`src/rtl/cdn_pkg.sv`:
```
// Shared constants and helper functions for the calendar date to day number block.
// Holds field widths, stream packing, and the calendar and fraction constants.
// No dependencies.
`timescale 1ns / 1ps
`default_nettype none

package cdn_pkg;

    localparam int DAY_W  = 5;
    localparam int MON_W  = 4;
    localparam int YEAR_W = 14;
    localparam int SECS_W = 27;
    localparam int DNUM_W = 23;
    localparam int FRAC_W = 32;

    localparam int IN_TDATA_W  = 56;
    localparam int OUT_TDATA_W = 56;

    localparam int DIV100_SHIFT = 19;
    localparam logic [12:0] DIV100_MUL = 13'd5243;
    localparam logic [6:0]  HUNDRED    = 7'd100;

    localparam logic [17:0] CYCLE_DAYS = 18'd146097;
    localparam logic [10:0] QUAD_DAYS  = 11'd1461;
    localparam logic [19:0] DAY_BIAS   = 20'd824979;

    localparam logic [SECS_W-1:0] DAY_TICKS = 27'd88473600;
    localparam logic [9:0]        FRAC_DIV  = 10'd675;
    localparam logic [32:0]       FRAC_RECIP = 33'((64'd1 << 42) / 64'd675);

    localparam logic [MON_W-1:0] MON_JAN = 4'd1;
    localparam logic [MON_W-1:0] MON_FEB = 4'd2;
    localparam logic [MON_W-1:0] MON_MAR = 4'd3;
    localparam logic [MON_W-1:0] MON_APR = 4'd4;
    localparam logic [MON_W-1:0] MON_JUN = 4'd6;
    localparam logic [MON_W-1:0] MON_SEP = 4'd9;
    localparam logic [MON_W-1:0] MON_NOV = 4'd11;
    localparam logic [MON_W-1:0] MON_DEC = 4'd12;

    function automatic logic [DAY_W-1:0] month_len(input logic [MON_W-1:0] mon,
                                                   input logic leap);
        logic [DAY_W-1:0] len;
        case (mon) inside
            MON_APR, MON_JUN, MON_SEP, MON_NOV: len = 5'd30;
            MON_FEB: len = leap ? 5'd29 : 5'd28;
            default: len = 5'd31;
        endcase
        return len;
    endfunction

    // days before the start of a month, months counted from March
    function automatic logic [8:0] march_days(input logic [MON_W-1:0] m);
        logic [8:0] d;
        case (m)
            4'd0:    d = 9'd0;
            4'd1:    d = 9'd31;
            4'd2:    d = 9'd61;
            4'd3:    d = 9'd92;
            4'd4:    d = 9'd122;
            4'd5:    d = 9'd153;
            4'd6:    d = 9'd184;
            4'd7:    d = 9'd214;
            4'd8:    d = 9'd245;
            4'd9:    d = 9'd275;
            4'd10:   d = 9'd306;
            4'd11:   d = 9'd337;
            default: d = 9'd0;
        endcase
        return d;
    endfunction

endpackage

`default_nettype wire

```
`src/rtl/calendar_date_to_day_number.sv`:
```
// Top level: Gregorian date and time of day to modified Julian day and day fraction.
// Five-stage pipeline, one transaction per cycle unless stalled. Depends on cdn_pkg.
//
// Usage:
//   Slave stream carries one date per transaction; master stream carries one result.
//   Throughput is one transaction per cycle with no bubbles unless the output
//   register holds a result that the receiver has not yet taken.
//   All stages advance together; the last stage is the output register. When the
//   receiver holds i_m_axis_tready low with a result pending, the whole pipeline
//   freezes and o_s_axis_tready drops, so nothing is lost or repeated. Empty
//   stages do not fill while the output waits.
//   An invalid month or day yields tuser = 0 with day number and fraction zero.
//   A time of one full day or more saturates the fraction to all ones.
//   Synchronous reset clears all stage valid bits; payload registers are not reset.
//   Pipeline: divide by 100 product and fraction partial products, quotient and
//   reciprocal sum, remainder, leap check and fraction back-multiply, calendar
//   terms and fraction correction, final sum into the output register.
`timescale 1ns / 1ps
`default_nettype none

module calendar_date_to_day_number
    import cdn_pkg::*;
(
    input  wire logic                   i_clk,
    input  wire logic                   i_rst_n,
    input  wire logic                   i_s_axis_tvalid,
    output logic                        o_s_axis_tready,
    // day_of_month[4:0], month_of_year[8:5], year_full[22:9], seconds_of_day[49:23]
    input  wire logic [IN_TDATA_W-1:0]  i_s_axis_tdata,
    output logic                        o_m_axis_tvalid,
    input  wire logic                   i_m_axis_tready,
    // day_number[22:0], day_fraction[54:23]
    output logic [OUT_TDATA_W-1:0]      o_m_axis_tdata,
    // date_valid[0]
    output logic                        o_m_axis_tuser
);

    logic       en;
    logic [4:0] r_vld;

    logic [DAY_W-1:0]  in_day;
    logic [MON_W-1:0]  in_mon;
    logic [YEAR_W-1:0] in_year;
    logic [SECS_W-1:0] in_secs;

    // stage 1
    logic [DAY_W-1:0]  r1_day;
    logic [MON_W-1:0]  r1_mon;
    logic [YEAR_W-1:0] r1_year;
    logic [26:0]       r1_qprod;
    logic [SECS_W-1:0] r1_secs;
    logic              r1_sat;
    logic [42:0]       r1_pp_hi;
    logic [43:0]       r1_pp_lo;
    logic [26:0]       n1_qprod;
    logic [42:0]       n1_pp_hi;
    logic [43:0]       n1_pp_lo;

    // stage 2
    logic [DAY_W-1:0]  r2_day;
    logic [MON_W-1:0]  r2_mon;
    logic [YEAR_W-1:0] r2_year;
    logic [7:0]        r2_q;
    logic [SECS_W-1:0] r2_secs;
    logic              r2_sat;
    logic [31:0]       r2_rp;
    logic [59:0]       n2_sum;

    // stage 3
    logic [DAY_W-1:0]  r3_day;
    logic [MON_W-1:0]  r3_mmar;
    logic              r3_ok;
    logic [7:0]        r3_cent;
    logic [6:0]        r3_yy;
    logic [SECS_W-1:0] r3_secs;
    logic              r3_sat;
    logic [31:0]       r3_rp;
    logic [41:0]       r3_prod;
    logic [14:0]       n3_hund;
    logic [14:0]       n3_rem_full;
    logic [6:0]        n3_rem;
    logic              n3_leap;
    logic              n3_early;
    logic              n3_ok;
    logic [7:0]        n3_cent;
    logic [6:0]        n3_yy;
    logic [MON_W-1:0]  n3_mmar;
    logic [41:0]       n3_prod;

    // stage 4
    logic [DAY_W-1:0]  r4_day;
    logic              r4_ok;
    logic [23:0]       r4_cterm;
    logic [15:0]       r4_yterm;
    logic [8:0]        r4_mterm;
    logic [FRAC_W-1:0] r4_frac;
    logic [25:0]       n4_cprod;
    logic [17:0]       n4_yprod;
    logic [41:0]       n4_diff;
    logic [FRAC_W-1:0] n4_frac;

    // stage 5 / output
    logic              r5_ok;
    logic [DNUM_W-1:0] r5_dnum;
    logic [FRAC_W-1:0] r5_frac;
    logic [24:0]       n5_sum;

    assign en              = !r_vld[4] || i_m_axis_tready;
    assign o_s_axis_tready = en;
    assign o_m_axis_tvalid = r_vld[4];
    assign o_m_axis_tuser  = r5_ok;
    assign o_m_axis_tdata  = {1'b0, r5_frac, r5_dnum};

    assign in_day  = i_s_axis_tdata[4:0];
    assign in_mon  = i_s_axis_tdata[8:5];
    assign in_year = i_s_axis_tdata[22:9];
    assign in_secs = i_s_axis_tdata[49:23];

    always_ff @(posedge i_clk) begin
        if (!i_rst_n) begin
            r_vld <= '0;
        end else if (en) begin
            r_vld <= {r_vld[3:0], i_s_axis_tvalid};
        end
    end

    // stage 1: reciprocal products
    always_comb begin
        n1_qprod = 27'(in_year) * 27'(DIV100_MUL);
        n1_pp_hi = 43'(in_secs) * 43'(FRAC_RECIP[32:17]);
        n1_pp_lo = 44'(in_secs) * 44'(FRAC_RECIP[16:0]);
    end

    always_ff @(posedge i_clk) begin
        if (en) begin
            r1_day   <= in_day;
            r1_mon   <= in_mon;
            r1_year  <= in_year;
            r1_qprod <= n1_qprod;
            r1_secs  <= in_secs;
            r1_sat   <= in_secs >= DAY_TICKS;
            r1_pp_hi <= n1_pp_hi;
            r1_pp_lo <= n1_pp_lo;
        end
    end

    // stage 2: century quotient, fraction estimate
    assign n2_sum = {r1_pp_hi, 17'd0} + 60'(r1_pp_lo);

    always_ff @(posedge i_clk) begin
        if (en) begin
            r2_day  <= r1_day;
            r2_mon  <= r1_mon;
            r2_year <= r1_year;
            r2_q    <= r1_qprod[DIV100_SHIFT+7:DIV100_SHIFT];
            r2_secs <= r1_secs;
            r2_sat  <= r1_sat;
            r2_rp   <= n2_sum[58:27];
        end
    end

    // stage 3: remainder, leap year, date check, March-based year split
    always_comb begin
        n3_hund     = 15'(r2_q) * 15'(HUNDRED);
        n3_rem_full = 15'(r2_year) - n3_hund;
        n3_rem      = n3_rem_full[6:0];
        n3_leap     = (r2_year[1:0] == 2'd0 && n3_rem != 7'd0)
                   || (n3_rem == 7'd0 && r2_q[1:0] == 2'd0);
        n3_ok       = r2_mon >= MON_JAN && r2_mon <= MON_DEC && r2_day != 5'd0
                   && r2_day <= month_len(r2_mon, n3_leap);
        n3_early    = r2_mon < MON_MAR;
        if (!n3_early) begin
            n3_mmar = r2_mon - MON_MAR;
            n3_cent = r2_q + 8'd4;
            n3_yy   = n3_rem;
        end else if (n3_rem != 7'd0) begin
            n3_mmar = r2_mon + 4'd9;
            n3_cent = r2_q + 8'd4;
            n3_yy   = n3_rem - 7'd1;
        end else begin
            n3_mmar = r2_mon + 4'd9;
            n3_cent = r2_q + 8'd3;
            n3_yy   = 7'd99;
        end
        n3_prod = 42'(r2_rp) * 42'(FRAC_DIV);
    end

    always_ff @(posedge i_clk) begin
        if (en) begin
            r3_day  <= r2_day;
            r3_mmar <= n3_mmar;
            r3_ok   <= n3_ok;
            r3_cent <= n3_cent;
            r3_yy   <= n3_yy;
            r3_secs <= r2_secs;
            r3_sat  <= r2_sat;
            r3_rp   <= r2_rp;
            r3_prod <= n3_prod;
        end
    end

    // stage 4: calendar terms, fraction correction
    always_comb begin
        n4_cprod = 26'(r3_cent) * 26'(CYCLE_DAYS);
        n4_yprod = 18'(r3_yy) * 18'(QUAD_DAYS);
        n4_diff  = {r3_secs, 15'd0} - r3_prod;
        if (r3_sat) begin
            n4_frac = '1;
        end else begin
            n4_frac = r3_rp + 32'(n4_diff >= 42'(FRAC_DIV));
        end
    end

    always_ff @(posedge i_clk) begin
        if (en) begin
            r4_day   <= r3_day;
            r4_ok    <= r3_ok;
            r4_cterm <= n4_cprod[25:2];
            r4_yterm <= n4_yprod[17:2];
            r4_mterm <= march_days(r3_mmar);
            r4_frac  <= n4_frac;
        end
    end

    // stage 5: day number sum, zero on an invalid date
    assign n5_sum = 25'(r4_cterm) + 25'(r4_yterm) + 25'(r4_mterm) + 25'(r4_day)
                  - 25'(DAY_BIAS);

    always_ff @(posedge i_clk) begin
        if (en) begin
            r5_ok   <= r4_ok;
            r5_dnum <= r4_ok ? n5_sum[DNUM_W-1:0] : '0;
            r5_frac <= r4_ok ? r4_frac : '0;
        end
    end

endmodule

`default_nettype wire
```
`config.mk`:
```
export PLATFORM = sky130hd
export DESIGN_NAME = calendar_date_to_day_number
export DESIGN_NICKNAME = d
export VERILOG_FILES = /design/src/rtl/cdn_pkg.sv /design/src/rtl/calendar_date_to_day_number.sv
export SDC_FILE = /design/constraint.sdc
export NUM_CORES = 2
export LEC_CHECK = 0
export BUFFER_PORTS_ARGS = -buffer_cell sky130_fd_sc_hd__buf_2
export CORE_MARGIN = 10
export CORE_UTILIZATION = 30
export DETAILED_ROUTE_END_ITERATION = 10
export PLACE_DENSITY = 0.45
export SLEW_MARGIN = 10
export SYNTH_ARGS = -nofsm -noshare
export SYNTH_HDL_FRONTEND = slang
export SYNTH_SLANG_ARGS = --single-unit
```
`constraint.sdc`:
```
create_clock -name i_clk -period 18.2 [get_ports i_clk]
set_input_delay 3.64 -clock i_clk [delete_from_list [all_inputs] [get_ports i_clk]]
set_output_delay 3.64 -clock i_clk [all_outputs]
set_load 0.01 [all_outputs]
```
Word-level counts from Yosys, hierarchy flattened
Memory sizes are Yosys's and may differ from the RTL's. A register that Yosys moved wholly into a read port is not among the register bits. Cells that the tools add are included.

$add $sub $neg: 13. Multiply operators: 7. Magnitude comparators: 6. Equal/unequal tests: 5. Muxes and demuxes: 8. Reductions and logical operators: 14.

Operators by type and width (count): 59-bit by 43-bit adder with 59-bit output (1); 42-bit by 10-bit >= comparator with 1-bit output, second input constant (1); 32-bit by 10-bit multiplier with 42-bit output, second input constant (1); 42-bit subtractor (1); 27-bit by 14-bit multiplier with 41-bit output, second input constant (1); 27-bit by 15-bit multiplier with 41-bit output, second input constant (1); 32-bit by 1-bit adder with 32-bit output (1); 27-bit >= comparator, second input constant (1); 14-bit by 13-bit multiplier with 27-bit output, second input constant (1); 8-bit by 18-bit multiplier with 25-bit output, second input constant (1); 23-bit by 16-bit adder with 23-bit output (1); 23-bit by 5-bit adder with 23-bit output (1); 23-bit by 9-bit adder with 23-bit output (1); 23-bit by 20-bit subtractor with 23-bit output, second input constant (1); 7-bit by 11-bit multiplier with 18-bit output, second input constant (1); 8-bit two-way mux (2); 7-bit two-way mux (2); 8-bit by 2-bit adder with 8-bit output, second input constant (1); 8-bit by 3-bit adder with 8-bit output, second input constant (1); 4-bit by 3-bit == test with 1-bit output, second input constant (2); 4-bit == test, second input constant (2); 8-bit by 5-bit multiplier with 5-bit output, second input constant (1); 7-bit zero test (1); 7-bit nonzero test (1); 18 further kinds (25).

Bits in registers: 502. Bits in read-only memories: 144. Input port bits: 60. Memories kept: 1.

Memory list: (name not given) (depth 16, bits a word 9, rd ports 1, clocked after memory_dff 1, wr ports 0, line cdn_pkg.sv:54) `case (m)`.

Depth between registers and ports, before layout
Depth in word-level cells: 10. Depth in mapped cells: 25.

Worst setup path after synthesis
OpenSTA, ideal clock, no wires.

Path kind: input-to-output. Start point: input port i_m_axis_tready. End point: output port o_s_axis_tready. Arrival time: 12920 ps. Slack: 1640 ps. Cell stages on the path: 3. Buffers on the path: 1. Path through: nor2b_1 -> clkbuf_1 -> inv_1.

Cells in the longest elaborated chain, start to end: 1.

Ends and longest elaborated chain: start, declared (line calendar_date_to_day_number.sv:31) `input wire logic i_m_axis_tready,`; 1-bit logical OR (line calendar_date_to_day_number.sv:108) `assign en = !r_vld[4] || i_m_axis_tready;`; end, declared (line calendar_date_to_day_number.sv:27) `output logic o_s_axis_tready,`.

No other way between the ends.

Worst setup path in the final report
Start point: input port i_s_axis_tdata[27]. End point: register r1_pp_hi[40] (data pin).

Cells in the longest elaborated chain, start to end: 1.

Ends and longest elaborated chain: start, declared (line calendar_date_to_day_number.sv:29) `input wire logic [IN_TDATA_W-1:0] i_s_axis_tdata,`; 27-bit by 15-bit multiplier with 41-bit output (line calendar_date_to_day_number.sv:130) `n1_pp_hi = 43'(in_secs) * 43'(FRAC_RECIP[32:17]);`; net n1_pp_hi[40] (line calendar_date_to_day_number.sv:56) `logic [42:0] n1_pp_hi;`; end signal, assigned (line calendar_date_to_day_number.sv:142) `r1_pp_hi <= n1_pp_hi;`; end, declared (line calendar_date_to_day_number.sv:53) `logic [42:0] r1_pp_hi;`.

The timed path passes the listed nets, and every way through them passes these cells. A chain may end at the register's enable or synchronous reset.

==> impl_metrics.prom <==
# TYPE chip_impl_metric gauge
chip_impl_metric{name="clock_skews",unit="ns"} 0.0303
chip_impl_metric{name="synth-compound-area-share",unit=""} 0.0814
chip_impl_info{name="cts_tree",value="built"} 1
chip_impl_metric{name="timing_max_transition_violations_final",unit=""} 0
chip_impl_metric{name="cts-htree-levels",unit=""} 2
chip_impl_metric{name="cp_max_fo",unit=""} 11
chip_impl_metric{name="async_flop_share",unit=""} 0
chip_impl_metric{name="synth-edff-count",unit=""} 469
chip_impl_metric{name="maxCapViolations",unit=""} 0
chip_impl_metric{name="grt_remaining_overflow",unit=""} 0
chip_impl_metric{name="post_synthesis_net_count",unit=""} 5235
chip_impl_metric{name="drt_wl_total",unit="mm"} 95.7
chip_impl_metric{name="min_period",unit="ns"} 9.96
chip_impl_info{name="post_synth_most_frequent_cells",value="962 x sky130_fd_sc_hd__inv_1, 788 x sky130_fd_sc_hd__ha_1, 469 x sky130_fd_sc_hd__edfxtp_1"} 1
chip_impl_metric{name="route.detailed.wl_per_inst",unit="um"} 15.6
chip_impl_metric{name="globalRouteTotalUtil",unit=""} 0.118
chip_impl_metric{name="post_synth_inst_count",unit=""} 4018
chip_impl_metric{name="ctsHoldBuffers",unit=""} 0
chip_impl_info{name="root_buffer",value="sky130_fd_sc_hd__clkbuf_16"} 1
chip_impl_metric{name="synthMuxAreaShare",unit=""} 0.00267
chip_impl_metric{name="synth_top_area_frac",unit=""} 0.320
chip_impl_metric{name="cts_buffer_depth",unit=""} 3
chip_impl_metric{name="multi_input_logic_area",unit="um2"} 26100
chip_impl_info{name="holdCritPathClass",value="reg2reg"} 1
chip_impl_metric{name="core-area",unit="um2"} 146000
chip_impl_metric{name="setup_viol_count_final",unit=""} 0
chip_impl_metric{name="worst-slew-pin-transition",unit="ns"} 0.897
chip_impl_metric{name="cts_setup_buffers",unit=""} 0
chip_impl_metric{name="grt_first_pass_wirelength",unit="mm"} 154
chip_impl_info{name="synth_top_family_by_area",value="adder cells"} 1
chip_impl_info{name="rsz0062_at_grt",value="no"} 1
chip_impl_metric{name="fill_cells",unit=""} 14900
chip_impl_info{name="crit_type",value="in2reg"} 1
chip_impl_metric{name="simple_logic_cell_fraction_of_the_synthesized_area",unit=""} 0.0742
chip_impl_metric{name="yosys.area_share.xor_xnor",unit=""} 0.0424
chip_impl_metric{name="boundaryPins",unit=""} 119
chip_impl_metric{name="drt-vias-per-instance",unit=""} 4.36
chip_impl_info{name="setup.worst_path.start_class",value="input port"} 1
chip_impl_metric{name="yosysWarnings",unit=""} 0
chip_impl_metric{name="antenna_violating_nets_post_route",unit=""} 0
chip_impl_metric{name="hold_violations",unit=""} 0
chip_impl_info{name="postSynth.topFlopCell",value="sky130_fd_sc_hd__edfxtp_1"} 1
chip_impl_metric{name="synth-adder-area-share",unit=""} 0.392
chip_impl_metric{name="syn2layout_area_growth",unit="%"} 11.0
chip_impl_info{name="yosys.cell_count.top_type",value="sky130_fd_sc_hd__inv_1"} 1
chip_impl_metric{name="timing.setup.tns",unit="ns"} 0
chip_impl_metric{name="cts_sinks",unit=""} 474
chip_impl_metric{name="violation_count_after_the_first_detailed_route_iteration",unit=""} 1012
chip_impl_metric{name="grt_max_degree",unit=""} 157
chip_impl_metric{name="std_cell_rows",unit=""} 140
chip_impl_metric{name="first_global_vias",unit=""} 27600
chip_impl_metric{name="cts.reportedPaths.clkPinSlew",unit="ns"} 0.06
chip_impl_info{name="outcome",value="finished, final reports clean"} 1
chip_impl_metric{name="detailedPlacementHpwl",unit="mm"} 76.9
chip_impl_metric{name="insertion_delay",unit="ns"} 0.65
chip_impl_info{name="critical_path.endpoint_type",value="flop"} 1
chip_impl_metric{name="cp.required",unit="ns"} 18.60
chip_impl_metric{name="drive_gt1_frac",unit=""} 0.0577
chip_impl_metric{name="netlist_area",unit="um2"} 44000
chip_impl_metric{name="ys_seq_elements",unit=""} 474
chip_impl_metric{name="drt_pass1_iterations",unit=""} 6
chip_impl_metric{name="floorplan.die_area",unit="um2"} 162000
chip_impl_metric{name="synth.yosys.seq_area_share",unit=""} 0.323
chip_impl_metric{name="cts_resized",unit=""} 0
chip_impl_metric{name="route.detailed.drc",unit=""} 0
chip_impl_metric{name="place.port_buffers",unit=""} 111
chip_impl_metric{name="timing.final.crit_share",unit=""} 0.547
chip_impl_metric{name="place.gp.congestion",unit=""} 0.807
chip_impl_info{name="synth.area.top_cells",value="sky130_fd_sc_hd__edfxtp_1 32%, sky130_fd_sc_hd__ha_1 22%, sky130_fd_sc_hd__fa_1 17%"} 1
chip_impl_metric{name="regArea",unit="um2"} 14200
chip_impl_metric{name="reg2reg_slack",unit="ns"} 12.26
chip_impl_info{name="synth_top_area_cell",value="sky130_fd_sc_hd__edfxtp_1"} 1
chip_impl_metric{name="cts_made_buffers",unit=""} 55
chip_impl_metric{name="initial_utilization",unit=""} 0.302
chip_impl_metric{name="max_slew_margin",unit=""} 0.401
chip_impl_metric{name="worstPathArrival",unit="ns"} 10.36
chip_impl_metric{name="die-height",unit="um"} 403
chip_impl_metric{name="finish.net_count",unit=""} 5383
chip_impl_metric{name="die_w",unit="um"} 403
chip_impl_metric{name="initial_antenna_violation_count",unit=""} 6
chip_impl_metric{name="timing.fmax",unit="GHz"} 0.100
chip_impl_metric{name="syn-mean-instance-area",unit="um2"} 10.9
chip_impl_metric{name="dr_total_vias",unit=""} 26700
chip_impl_metric{name="yosysUniqueCellTypes",unit=""} 88
==> area by class of cell <==
cell class | count | share of cell area
clock buffer | 64 | 0.0289
multi-input combinational | 2555 | 0.534
tap | 1917 | 0.0491
sequential | 474 | 0.291
inverter | 962 | 0.0741
clock inverter | 37 | 0.0102
antenna | 1 | 0.0000513
timing repair buffer | 118 | 0.0127
==> logic make-up (layout without fill, tap and decap cells) <==
| family | Yosys count | in the layout |
|---|---|---|
| AOI/OAI and AO/OA | 551 | 551 |
| and+or+nand+nor | 622 | 622 |
| xor gates and xnor gates | 213 | 213 |
| other | 1 | 2 |
| muxes | 11 | 11 |
| adders and majority gates | 1157 | 1157 |
| buffers and inverters | 989 | 1181 |
| DFF | 474 | 474 |
==> layout by cell type, fill, tap and decap left out, types with 8 or more instances in the layout <==
| cell | Yosys | layout |
|---|---|---|
| sky130_fd_sc_hd__a211oi_1 | 14 | 14 |
| sky130_fd_sc_hd__a21boi_0 | 8 | 8 |
| sky130_fd_sc_hd__a21o_1 | 90 | 90 |
| sky130_fd_sc_hd__a21oi_1 | 166 | 166 |
| sky130_fd_sc_hd__a31oi_1 | 18 | 18 |
| sky130_fd_sc_hd__and2_1 | 51 | 51 |
| sky130_fd_sc_hd__and3_1 | 26 | 26 |
| sky130_fd_sc_hd__and4_1 | 12 | 12 |
| sky130_fd_sc_hd__buf_2 | 0 | 111 |
| sky130_fd_sc_hd__bufinv_16 | 0 | 10 |
| sky130_fd_sc_hd__clkbuf_1 | 24 | 9 |
| sky130_fd_sc_hd__clkbuf_16 | 0 | 55 |
| sky130_fd_sc_hd__edfxtp_1 | 469 | 469 |
| sky130_fd_sc_hd__fa_1 | 369 | 369 |
| sky130_fd_sc_hd__ha_1 | 788 | 788 |
| sky130_fd_sc_hd__inv_1 | 962 | 961 |
| sky130_fd_sc_hd__mux2i_1 | 8 | 8 |
| sky130_fd_sc_hd__nand2_1 | 111 | 111 |
| sky130_fd_sc_hd__nand2b_1 | 52 | 52 |
| sky130_fd_sc_hd__nand3_1 | 58 | 58 |
| sky130_fd_sc_hd__nand4_1 | 32 | 32 |
| sky130_fd_sc_hd__nor2_1 | 135 | 135 |
| sky130_fd_sc_hd__nor2b_1 | 35 | 35 |
| sky130_fd_sc_hd__nor3_1 | 46 | 46 |
| sky130_fd_sc_hd__nor3b_1 | 8 | 8 |
| sky130_fd_sc_hd__o21a_1 | 29 | 29 |
| sky130_fd_sc_hd__o21ai_0 | 96 | 96 |
| sky130_fd_sc_hd__o21bai_1 | 39 | 39 |
| sky130_fd_sc_hd__or2_2 | 9 | 9 |
| sky130_fd_sc_hd__or3_1 | 13 | 13 |
| sky130_fd_sc_hd__xnor2_1 | 148 | 148 |
| sky130_fd_sc_hd__xor2_1 | 65 | 65 |
==> path summary, 6_finish.rpt <==
path	start	depth (start not counted)	to
worst max register to register	r2_rp[5]	22	r3_prod[37]
worst min register to register	r2_secs[25]	0	r3_secs[25]
worst min-delay path	r2_secs[25]	0	r3_secs[25]
worst max-delay path	i_s_axis_tdata[27]	25	r1_pp_hi[40]
==> routing by layer <==
layer  global-route usage  vias up  part of all wire
met5                    0        -                 0
met4               0.0241        0             0.017
met3               0.0129       94             0.027
met2                0.183      275              0.43
met1                0.176    12600              0.52
li1                     -    13800                 -
==> state kept, by name (all words and copies together) (netlist names), 7 cells and up <==
signal,count
r4_mterm,9
r2_year,7
r1_qprod,8
r4_cterm,23
r3_cent,8
r1_pp_hi,39
r1_year,7
r3_secs,27
r5_frac,32
r4_yterm,16
r2_secs,27
r3_rp,32
r2_rp,32
r3_prod,41
r3_yy,7
r1_secs,27
r4_frac,32
r5_dnum,23
r2_q,8
r1_pp_lo,26
==> stage by stage <==
step	util	worst slack [ns]	cells	area (um2)	hold WS, ns
floorplan	-	1.64	4018	44000	0.400
global placement	0.322	7.50	6026	46900	0.402
detailed placement	0.322	7.44	6026	46900	0.405
CTS	0.335	8.17	6127	48800	0.416
global route	0.335	7.82	6127	48800	0.422
finish	0.335	8.24	6128	48800	0.414
==> worst max-delay path: stages <==
cell and delay, ns:
sky130_fd_sc_hd__buf_2 0.41, sky130_fd_sc_hd__inv_1 0.16, sky130_fd_sc_hd__ha_1 0.42, sky130_fd_sc_hd__ha_1 0.37
sky130_fd_sc_hd__inv_1 0.07, sky130_fd_sc_hd__fa_1 0.50, sky130_fd_sc_hd__inv_1 0.05, sky130_fd_sc_hd__fa_1 0.50
sky130_fd_sc_hd__fa_1 0.55, sky130_fd_sc_hd__inv_1 0.05, sky130_fd_sc_hd__fa_1 0.57, sky130_fd_sc_hd__inv_1 0.06
sky130_fd_sc_hd__ha_1 0.40, sky130_fd_sc_hd__nand3_1 0.13, sky130_fd_sc_hd__o21bai_1 0.06, sky130_fd_sc_hd__a211oi_1 0.38
sky130_fd_sc_hd__inv_1 0.10, sky130_fd_sc_hd__o31ai_2 0.39, sky130_fd_sc_hd__a21oi_2 0.14, sky130_fd_sc_hd__a221oi_2 0.39
sky130_fd_sc_hd__and3_4 0.28, sky130_fd_sc_hd__o311ai_4 0.11, sky130_fd_sc_hd__o41a_1 0.34, sky130_fd_sc_hd__a21oi_1 0.19
sky130_fd_sc_hd__xnor2_1 0.08
Power is not shown: default switching activity piles up to over one toggle a cycle in this logic, so the estimate is an artifact.
